<file path="config.mk">
export PLATFORM = sky130hd
export DESIGN_NAME = positional_list_store
export DESIGN_NICKNAME = d
export VERILOG_FILES = /design/src/sv/plst_pkg.sv /design/src/sv/plst_core.sv /design/src/sv/positional_list_store.sv
export VERILOG_INCLUDE_DIRS = /design/src /design/src/sv
export SDC_FILE = /design/constraint.sdc
export NUM_CORES = 2
export LEC_CHECK = 0
export ABC_AREA = 1
export BUFFER_PORTS_ARGS = -buffer_cell sky130_fd_sc_hd__buf_2
export CORE_MARGIN = 3
export CORE_UTILIZATION = 60
export DETAILED_ROUTE_END_ITERATION = 10
export PLACE_DENSITY = 0.75
export SLEW_MARGIN = 0
export SYNTH_ARGS = -nofsm -noshare
export SYNTH_HDL_FRONTEND = slang
export SYNTH_SLANG_ARGS = --single-unit
</file>
<file path="constraint.sdc">
create_clock -name i_clk -period 8.5 [get_ports i_clk]
set_clock_uncertainty 0.05 [all_clocks]
set_input_delay 1.7 -clock i_clk [delete_from_list [all_inputs] [get_ports i_clk]]
set_output_delay 1.7 -clock i_clk [all_outputs]
set_load 0.005 [all_outputs]
</file>
<file path="src/sv/assert_macros.svh">
// Assertion helpers for the RTL files; plst_core is the one that includes them.
// All checks are disabled while reset is asserted (active low).
`ifndef ASSERT_MACROS_SVH
`define ASSERT_MACROS_SVH

`ifndef NO_ASSERTIONS

// Expression holds at every clock edge out of reset.
`define ASSERT_ALWAYS(lbl, clk, rst_n, expr, msg) \
    lbl: assert property (@(posedge clk) disable iff (!(rst_n)) (expr)) else $error(msg);

// Antecedent implies consequent in the same cycle.
`define ASSERT_IMPLY(lbl, clk, rst_n, ante, cons, msg) \
    lbl: assert property (@(posedge clk) disable iff (!(rst_n)) (ante) |-> (cons)) \
        else $error(msg);

// Antecedent implies consequent in the following cycle.
`define ASSERT_NEXT(lbl, clk, rst_n, ante, cons, msg) \
    lbl: assert property (@(posedge clk) disable iff (!(rst_n)) (ante) |=> (cons)) \
        else $error(msg);

`else

`define ASSERT_ALWAYS(lbl, clk, rst_n, expr, msg)
`define ASSERT_IMPLY(lbl, clk, rst_n, ante, cons, msg)
`define ASSERT_NEXT(lbl, clk, rst_n, ante, cons, msg)

`endif

`endif

</file>
<file path="src/sv/plst_pkg.sv">
package plst_pkg;

    // List geometry
    localparam int CAPACITY = 16;
    localparam int IDX_W    = (CAPACITY > 1) ? $clog2(CAPACITY) : 1;
    localparam int CNT_W    = $clog2(CAPACITY + 1);

    // Field widths of the request and result
    localparam int FUNC_W   = 3;
    localparam int VAL_W    = 32;
    localparam int POS_W    = 8;
    localparam int LEN_W    = 5;
    localparam int STAT_W   = 2;

    // Stream data widths, padded to whole bytes
    localparam int S_RAW_W  = FUNC_W + VAL_W + POS_W;
    localparam int S_DATA_W = ((S_RAW_W + 7) / 8) * 8;
    localparam int M_RAW_W  = VAL_W + STAT_W + LEN_W;
    localparam int M_DATA_W = ((M_RAW_W + 7) / 8) * 8;

    // Request opcodes; codes 6 and 7 are no-ops
    typedef enum logic [FUNC_W-1:0] {
        FN_INS_FRONT = 3'd0,
        FN_INS_END   = 3'd1,
        FN_INS_POS   = 3'd2,
        FN_REM_FRONT = 3'd3,
        FN_REM_END   = 3'd4,
        FN_REM_POS   = 3'd5
    } t_func;

    typedef enum logic [STAT_W-1:0] {
        ST_OK     = 2'd0,
        ST_EMPTY  = 2'd1,
        ST_BADPOS = 2'd2,
        ST_FULL   = 2'd3
    } t_status;

    typedef struct packed {
        logic [POS_W-1:0]        position;
        logic signed [VAL_W-1:0] value;
        t_func                   func;
    } t_req;

    typedef struct packed {
        logic [LEN_W-1:0]        length;
        t_status                 status;
        logic signed [VAL_W-1:0] removed_value;
    } t_res;

endpackage

</file>
<file path="src/sv/plst_core.sv">
// List storage: shift-register entries plus count, one request per enable.
module plst_core (
    input  logic             i_clk,
    input  logic             i_rst_n,
    input  logic             i_en,
    input  plst_pkg::t_req   i_req,
    output plst_pkg::t_res   o_res
);

    localparam int CAP   = plst_pkg::CAPACITY;
    localparam int IDX_W = plst_pkg::IDX_W;
    localparam int CNT_W = plst_pkg::CNT_W;
    localparam int POS_W = plst_pkg::POS_W;
    localparam int VAL_W = plst_pkg::VAL_W;
    localparam int CMP_W = (CNT_W > POS_W) ? CNT_W : POS_W;

    logic signed [VAL_W-1:0] r_entries [CAP];
    logic signed [VAL_W-1:0] n_entries [CAP];
    logic signed [VAL_W-1:0] w_prev    [CAP];
    logic signed [VAL_W-1:0] w_next    [CAP];
    logic [CNT_W-1:0]        r_count;
    logic [CNT_W-1:0]        n_count;

    logic                    w_full;
    logic                    w_empty;
    logic                    w_pos_past;
    logic                    w_do_ins;
    logic                    w_do_rem;
    logic [IDX_W-1:0]        w_at;
    plst_pkg::t_status       w_status;

    assign w_full     = (r_count == CNT_W'(CAP));
    assign w_empty    = (r_count == '0);
    assign w_pos_past = (CMP_W'(i_req.position) >= CMP_W'(r_count));

    // Decode: operation, target slot and status
    always_comb begin
        w_do_ins = 1'b0;
        w_do_rem = 1'b0;
        w_at     = '0;
        w_status = plst_pkg::ST_OK;
        unique case (i_req.func)
            plst_pkg::FN_INS_FRONT: begin
                if (w_full) w_status = plst_pkg::ST_FULL;
                else        w_do_ins = 1'b1;
            end
            plst_pkg::FN_INS_END: begin
                w_at = r_count[IDX_W-1:0];
                if (w_full) w_status = plst_pkg::ST_FULL;
                else        w_do_ins = 1'b1;
            end
            plst_pkg::FN_INS_POS: begin
                // past the end appends
                w_at = w_pos_past ? r_count[IDX_W-1:0] : i_req.position[IDX_W-1:0];
                if (w_full) w_status = plst_pkg::ST_FULL;
                else        w_do_ins = 1'b1;
            end
            plst_pkg::FN_REM_FRONT: begin
                if (w_empty) w_status = plst_pkg::ST_EMPTY;
                else         w_do_rem = 1'b1;
            end
            plst_pkg::FN_REM_END: begin
                w_at = IDX_W'(r_count - CNT_W'(1));
                if (w_empty) w_status = plst_pkg::ST_EMPTY;
                else         w_do_rem = 1'b1;
            end
            plst_pkg::FN_REM_POS: begin
                w_at = i_req.position[IDX_W-1:0];
                if (w_empty)         w_status = plst_pkg::ST_EMPTY;
                else if (w_pos_past) w_status = plst_pkg::ST_BADPOS;
                else                 w_do_rem = 1'b1;
            end
            default: begin
                w_status = plst_pkg::ST_OK;
            end
        endcase
    end

    // Neighbor taps for the shift in either direction
    always_comb begin
        w_prev[0]     = r_entries[0];
        w_next[CAP-1] = r_entries[CAP-1];
        for (int i = 1; i < CAP; i++) begin
            w_prev[i]   = r_entries[i-1];
            w_next[i-1] = r_entries[i];
        end
    end

    // Per-entry next value: open a gap at w_at or close it
    always_comb begin
        for (int i = 0; i < CAP; i++) begin
            n_entries[i] = r_entries[i];
            if (w_do_ins) begin
                if (IDX_W'(i) == w_at)      n_entries[i] = i_req.value;
                else if (IDX_W'(i) > w_at)  n_entries[i] = w_prev[i];
            end else if (w_do_rem) begin
                if (IDX_W'(i) >= w_at)      n_entries[i] = w_next[i];
            end
        end
    end

    // Count update
    always_comb begin
        n_count = r_count;
        if (w_do_ins)      n_count = r_count + CNT_W'(1);
        else if (w_do_rem) n_count = r_count - CNT_W'(1);
    end

    // Result for this request
    always_comb begin
        o_res.removed_value = w_do_rem ? r_entries[w_at] : '0;
        o_res.status        = w_status;
        o_res.length        = plst_pkg::LEN_W'(n_count);
    end

    always_ff @(posedge i_clk) begin
        if (!i_rst_n) begin
            r_count <= '0;
        end else if (i_en) begin
            r_count <= n_count;
        end
    end

    always_ff @(posedge i_clk) begin
        if (i_en) begin
            r_entries <= n_entries;
        end
    end

`include "assert_macros.svh"

    `ASSERT_ALWAYS(a_count_bound, i_clk, i_rst_n, r_count <= CNT_W'(CAP), "count over capacity")
    `ASSERT_NEXT(a_idle_holds, i_clk, i_rst_n, !i_en, $stable(r_count), "count moved while idle")
    `ASSERT_NEXT(a_refused_holds, i_clk, i_rst_n, i_en && !w_do_ins && !w_do_rem, $stable(r_count), "count moved on refused request")
    `ASSERT_IMPLY(a_removed_ok, i_clk, i_rst_n, o_res.removed_value != '0, o_res.status == plst_pkg::ST_OK, "removed value on failed request")

endmodule

</file>
<file path="src/sv/positional_list_store.sv">
// Channel  | Dir | Signals                         | Payload (lowest bit up)
// request  | in  | i_s_axis_tvalid/tready/tdata    | func[2:0] value[34:3] position[42:35]
// result   | out | o_m_axis_tvalid/tready/tdata    | removed_value[31:0] status[33:32]
//          |     |                                 | length[38:34]
//
// One transaction accepted per cycle when the result side keeps up; one result
// per request, passed through the input register and then the result register.
// The list update is a single pass over the shift-register entries, so each
// request sees the list left by the one before it without extra wait.
// Synchronous active-low reset empties the list; no clearing pass.
// A stalled result register holds the input register, and tready drops only
// when both are full.
module positional_list_store (
    input  logic                          i_clk,
    input  logic                          i_rst_n,
    input  logic                          i_s_axis_tvalid,
    output logic                          o_s_axis_tready,
    // func[2:0], value[34:3], position[42:35], zero pad above
    input  logic [plst_pkg::S_DATA_W-1:0] i_s_axis_tdata,
    output logic                          o_m_axis_tvalid,
    input  logic                          i_m_axis_tready,
    // removed_value[31:0], status[33:32], length[38:34], zero pad above
    output logic [plst_pkg::M_DATA_W-1:0] o_m_axis_tdata
);

    logic             r_in_valid;
    plst_pkg::t_req   r_in;
    logic             r_out_valid;
    plst_pkg::t_res   r_out;
    plst_pkg::t_res   w_res;
    logic             w_advance;
    logic             w_in_ready;

    // Pipeline moves when the result slot is free or being drained
    assign w_advance  = !r_out_valid || i_m_axis_tready;
    assign w_in_ready = !r_in_valid || w_advance;

    plst_core u_core (
        .i_clk   (i_clk),
        .i_rst_n (i_rst_n),
        .i_en    (r_in_valid && w_advance),
        .i_req   (r_in),
        .o_res   (w_res)
    );

    // Valid flags
    always_ff @(posedge i_clk) begin
        if (!i_rst_n) begin
            r_in_valid  <= 1'b0;
            r_out_valid <= 1'b0;
        end else begin
            if (w_advance)  r_out_valid <= r_in_valid;
            if (w_in_ready) r_in_valid  <= i_s_axis_tvalid;
        end
    end

    // Payload registers
    always_ff @(posedge i_clk) begin
        if (w_advance && r_in_valid) begin
            r_out <= w_res;
        end
        if (w_in_ready && i_s_axis_tvalid) begin
            r_in <= plst_pkg::t_req'(i_s_axis_tdata[plst_pkg::S_RAW_W-1:0]);
        end
    end

    assign o_s_axis_tready = w_in_ready;
    assign o_m_axis_tvalid = r_out_valid;
    assign o_m_axis_tdata  = plst_pkg::M_DATA_W'(r_out);

endmodule
</file>
# Word level (Yosys, flattened, before mapping)
# Cells that the tools add are included.
[classes]
reduce_logical = 44
n_bitwise = 1
n_addsub = 2
magnitude_cmp = 32
muxes = 94
eq_ne = 36
[ops]
columns = ["operator", "n"]
rows = [
  ["$mux 32", 78],
  ["$bmux 32 s4", 1],
  ["$reduce_and 4->1", 15],
  ["$ne 3x3->1 const B", 14],
  ["$reduce_bool 2->1", 17],
  ["$eq 4x4->1 const A", 8],
  ["$gt 4x4->1 const A", 8],
  ["$ge 4x4->1 const A", 7],
  ["$eq 3x4->1 const A", 4],
  ["$ge 3x4->1 const A", 4],
  ["$gt 3x4->1 const A", 4],
  ["$pmux 4 s4", 1],
  ["$mux 5", 2],
  ["$eq 2x4->1 const A", 2],
  ["$ge 1x4->1 const A", 2],
  ["$ge 2x4->1 const A", 2],
  ["$ge 8x5->1", 1],
  ["$gt 2x4->1 const A", 2],
  ["$eq 3x2->1 const B", 2],
  ["$eq 3x3->1 const B", 2],
  ["$mux 1", 6],
  ["$mux 2", 3],
  ["$pmux 2 s3", 1],
  ["$add 5x1->5 const B", 1],
  ["other kinds (19)", 22],
]
[word_totals]
input_bits = 52
regBits = 601
wordCells = 234

# Depth between registers and ports, before layout
[logic_depth]
word_depth = 7
ltp_mapped = 22
mapped_depth_nobuf = 20

# Hierarchy
# A second synthesis with hierarchy kept.
[hier_totals]
hier_cells = 4292
area_unflattened_um2 = 34503.1
[by_module_without_submodules]
columns = ["mod", "area_per_inst_um2", "cells_each", "instances", "seq_area_each_um2"]
rows = [
  ["plst_core", 31934.4, 4195, 1, 15474.8],
  ["positional_list_store", 2568.7, 97, 1, 2502.4],
]

# Worst setup path after synthesis
# OpenSTA, ideal clock, no wires.
[synth_path]
kind = "input to register"
from = "input i_m_axis_tready"
to = "register u_core.r_entries[160] (netlist name), enable pin"
required_ps = 8029
path_buffers = 0
slack_ps = 1956
arrival_time_ps = 6072
setup_ps = 421
stages = 8
cell_sequence = "inv_1 nand2_1 nand2_1 inv_1 nand2_1 nor2_1 inv_1 nor2_1"
[synth_via]
elab_chain_len = 3
[synth_lines]
columns = ["element", "line_no", "text"]
rows = [
  ["from (decl)", "positional_list_store.sv:21", "input logic i_m_axis_tready,"],
  ["$logic_or 1x1->1", "positional_list_store.sv:35", "assign w_advance = !r_out_valid || i_m_axis_tready;"],
  ["$logic_and 1x1->1", "positional_list_store.sv:41", ".i_en (r_in_valid && w_advance),"],
  ["via u_core.i_en", "plst_core.sv:5", "input logic i_en,"],
  ["$reduce_and 4->1 (no source line)", "n/a", ""],
  ["to (signal assigned)", "plst_core.sv:126", "r_entries <= n_entries;"],
  ["to (decl)", "plst_core.sv:17", "logic signed [VAL_W-1:0] r_entries [CAP];"],
]
# The timed path passes the listed nets, and every way through them passes these cells.
# A chain may end at the register's enable or synchronous reset.

# Final worst setup path
[layout_path]
from = "register u_core.r_count[3]"
to = "register u_core.r_entries[367] (netlist name), enable pin"
[layout_via]
elab_chain_len = 6
elab_cells_between_ends = 19
cone_classes = "1 x add/sub; 3 x order compare; 3 x eq/ne; 8 x mux; 4 x reduce/logical"
[layout_lines]
columns = ["element", "line_no", "text"]
rows = [
  ["from (decl)", "plst_core.sv:21", "logic [CNT_W-1:0] r_count;"],
  ["from (signal assigned)", "plst_core.sv:120", "r_count <= n_count;"],
  ["$ge 8x5->1", "plst_core.sv:34", "assign w_pos_past = (CMP_W'(i_req.position) >= CMP_W'(r_count));"],
  ["$mux 4 or $mux 1 (tied branches)", "plst_core.sv:54, plst_core.sv:70", ""],
  ["$pmux 4 s4 or $mux 1 (tied branches)", "plst_core.sv:42, plst_core.sv:69", ""],
  ["$gt 3x4->1, or another cell as far along", "plst_core.sv:95", "else if (IDX_W'(i) > w_at) n_entries[i] = w_prev[i];"],
  ["$ne 3x3->1 (no source line) or $reduce_bool 2->1 (tied branches)", "n/a", ""],
  ["$reduce_and 4->1 (no source line) (*)", "n/a", ""],
]
# Every way passes the cells marked *; elsewhere a longest branch is shown, timed or not.

==> flow_summary.toml <==
[detailed_routing]
drc = 0
drtPass1Iterations = 9
vias_per_cell = 6.53
antenna_left = 0
drtIter0Drc = 5060
vias = 33400
wl_um = 120000
avgRoutedWirePerCell_um = 23.4

[timing]
setup_tns_ns = 0
min_period_over_period_pct = 76.7
timing.slew.headroom_pct = 16.2
slew_viol_final = 0
fin_crit_ns = 6.52
setup_viol = 0
rsz0062_at_grt = "false"
worst-slew-pin-transition_ns = 1.26
fmax_mhz = 153
hold_viol = 0

[synthesis]
netlist_top_cells_count = "1387 x nand2_1, 594 x edfxtp_1, 431 x o21ai_0, 320 x inv_1, 298 x a21oi_1"
synthCells = 4490
synth-edff-count = 594
netlist.top_cell.by_area = "edfxtp_1"
netlist-cell-type-count = 37
synth_nets = 4549
synth_top_area_share_pct = 50.4
ys_ff_latch = 601
synthArstFlopShare_pct = 0
yosysMostFrequentCell = "nand2_1"
netlist_area_um2 = 35400
seq_area_frac_synth_pct = 50.8
yosys-top-cells-area = "edfxtp_1 50%, nand2_1 15%, o21ai_0 6.1%"
yosys_most_used_dff = "edfxtp_1"
avgSynthCellArea_um2 = 7.88
ys_warn_count = 0

[finish]
fill_cells = 4931
num_antenna_cells = 0
utilization_pct = 65.3
finalNonFillerCells = 5120
layout-drive-gt1-share_pct = 7.05
multi_input_comb_area_um2 = 14600
syn_to_final_growth_pct = 7.05
regArea_um2 = 18000
fin_nets = 4366

[setup_path]
critPathRequiredTime_ns = 8.72
crit_path_max_incr_delay_ns = 1.06
rrSetupSlack_ns = 1.98
reg2reg_from = "u_core.r_count[3]$_SDFFE_PN0P_"
worstPathMaxFanout = 62
arrival_ns = 6.73
worstSetupPathType = "flop to flop"
r2r_cells = 18
cp_common_cell = "nand2_1"
end_kind = "flop"
r2r_end = "u_core.r_entries[367]$_DFFE_PP_"
worst_path_max_delay_cell = "a21oi_4"
path_cells = "clkinv_1, ha_1, nand2_1, nor2_1, nor2_1, nand2_1, nand2_1, nand2_1, nand2_1, nand3_4, nand3_4, inv_2, nand2_2, nor2_4, buf_4, inv_2, a21oi_4, buf_4"
startpoint_type = "flop"

[floorplanning]
coreArea_um2 = 58000
die_h_um = 249
die_x_um = 249
rows = 88
start_util_pct = 61.0
die-area_um2 = 61900
io_pins = 94

[worst_hold_path]
min_path_cells = 2
hold_start = "o_m_axis_tvalid$_SDFFE_PN0P_"
hold-path-endpoint = "o_m_axis_tvalid$_SDFFE_PN0P_"
hold_path_class = "flop to flop"

[power_and_ir_drop]
p_per_area_nw_per_um2 = 205
power.total_mw = 7.77
irDropWorstVdd_mv = 0.184
cellLeakagePower_nw = 15.9

[cts]
holdBufCountCts = 0
postCtsSetupBuffers = 0
cts_buffers = 67
clk_pin_slew_worst_paths_ns = 0.06
cts_buffer_depth = 3
cts_sinks = 601
cts_tree = "done"
cts_resized = 0
cts_root_buf = "clkbuf_16"
clock_latency_ns = 0.61
htree_levels = 3

[job]
cap_violations = 0

[global_route]
gr-usage-all-layers_pct = 37.6
grt_remaining_overflow = 0
grt_pass1_wl_um = 182000
grt_pass1_vias = 31000
antenna_found_initial = 3
grt_max_degree = 206

[placement]
dpl.cell_count = 5003
dp_hpwl_um = 63200
numPortBuffers = 87
gp_congestion = 0.878

[run_status]
outcome = "finished clean"
## cell families (layout without fill, tap and decap cells)
logic type,after synthesis,after routing,synth area share [%]
buffers and inverters,733,598,8.25
and+or+nand+nor,2124,2124,25.5
DFF,601,601,50.8
other,1,1,0.0106
xor gates and xnor gates,4,4,0.0991
adders and majority gates,7,7,0.248
AOI/OAI and AO/OA,1020,1020,15.0
## cells in the final DEF (no fill, tap or decap), types with 4 or more instances in the layout
| cell type | synthesis | layout |
|---|---|---|
| inv_1 | 320 | 315 |
| o21ai_1 | 125 | 125 |
| edfxtp_1 | 594 | 594 |
| clkbuf_1 | 230 | 11 |
| clkinv_1 | 3 | 13 |
| clkinv_2 | 0 | 17 |
| inv_2 | 17 | 20 |
| a21oi_1 | 298 | 296 |
| nor2_1 | 244 | 234 |
| nor2_4 | 5 | 19 |
| nor3_1 | 65 | 65 |
| dfxtp_1 | 7 | 7 |
| o21ai_0 | 431 | 431 |
| buf_12 | 0 | 4 |
| nor2_2 | 9 | 5 |
| buf_4 | 4 | 50 |
| nand2_1 | 1387 | 1384 |
| nand4_1 | 258 | 258 |
| nand2_2 | 10 | 11 |
| nand3_1 | 137 | 137 |
| buf_2 | 120 | 87 |
| bufinv_16 | 0 | 5 |
| ha_1 | 7 | 7 |
| o22ai_1 | 161 | 161 |
| clkbuf_16 | 0 | 71 |
## sequential cells by signal (all words and copies together) (netlist names)
register / count
o_m_axis_tdata: 39
u_core.r_count: 5
r_in: 43
u_core.r_entries: 512
r_in_valid: 1
o_m_axis_tvalid: 1
## layer usage
| metal | wire (µm) | GRT usage, % | part of all wire [%] | vias to the layer above |
|---|---|---|---|---|
| met1 | 44200 | 50.8 | 37 | 15300 |
| met5 | 0 | 0 | 0 | - |
| met2 | 51400 | 56.1 | 43 | 2602 |
| li1 | - | - | - | 15100 |
| met4 | 7380 | 20.3 | 6.2 | 0 |
| met3 | 16800 | 9.41 | 14 | 469 |
## power by group
part	internal, mW	switching, mW	total (mW)
logic	0.354	0.956	1.31
clock network	1.68	1.22	2.89
registers	3.46	0.102	3.56
## area by class of cell
class,instances,area share [%]
inverters,340,3.41
multi-input cells,3156,38.6
repair buffers,141,2.35
clock buffers,83,4.84
clock inverters,34,0.763
well taps,765,2.53
flip-flops and latches,601,47.5
## how the worst max path moves through the flow
stage | from | to | slack [ns]
floorplan | i_m_axis_tready | u_core.r_entries[160]$_DFFE_PP_ | 1.96
global placement | i_m_axis_tready | u_core.r_entries[333]$_DFFE_PP_ | 2.11
detailed placement | i_m_axis_tready | u_core.r_entries[303]$_DFFE_PP_ | 2.07
CTS | u_core.r_count[3]$_SDFFE_PN0P_ | u_core.r_entries[361]$_DFFE_PP_ | 2.31
global route | u_core.r_count[3]$_SDFFE_PN0P_ | u_core.r_entries[367]$_DFFE_PP_ | 1.87
finish | u_core.r_count[3]$_SDFFE_PN0P_ | u_core.r_entries[367]$_DFFE_PP_ | 1.98
## worst max-delay path, delay by kind of cell (launching register included)
family,cells,cell delay (ns)
flops,1,0.37
simple gates,11,2.02
buf+inv,5,2.26
fa+ha+maj,1,0.36
compound gates,1,1.06
## per-stage QoR
step                setup WS [ns]  instance area [µm²]  hold slack (ns)
global route                 1.87                37900            0.478
floorplan                    1.96                35400            0.445
detailed placement           2.07                35700            0.453
global placement             2.11                35700            0.443
finish                       1.98                37900            0.459
CTS                          2.31                37900            0.461
No activity file was read; power rests on OpenSTA's default activity.
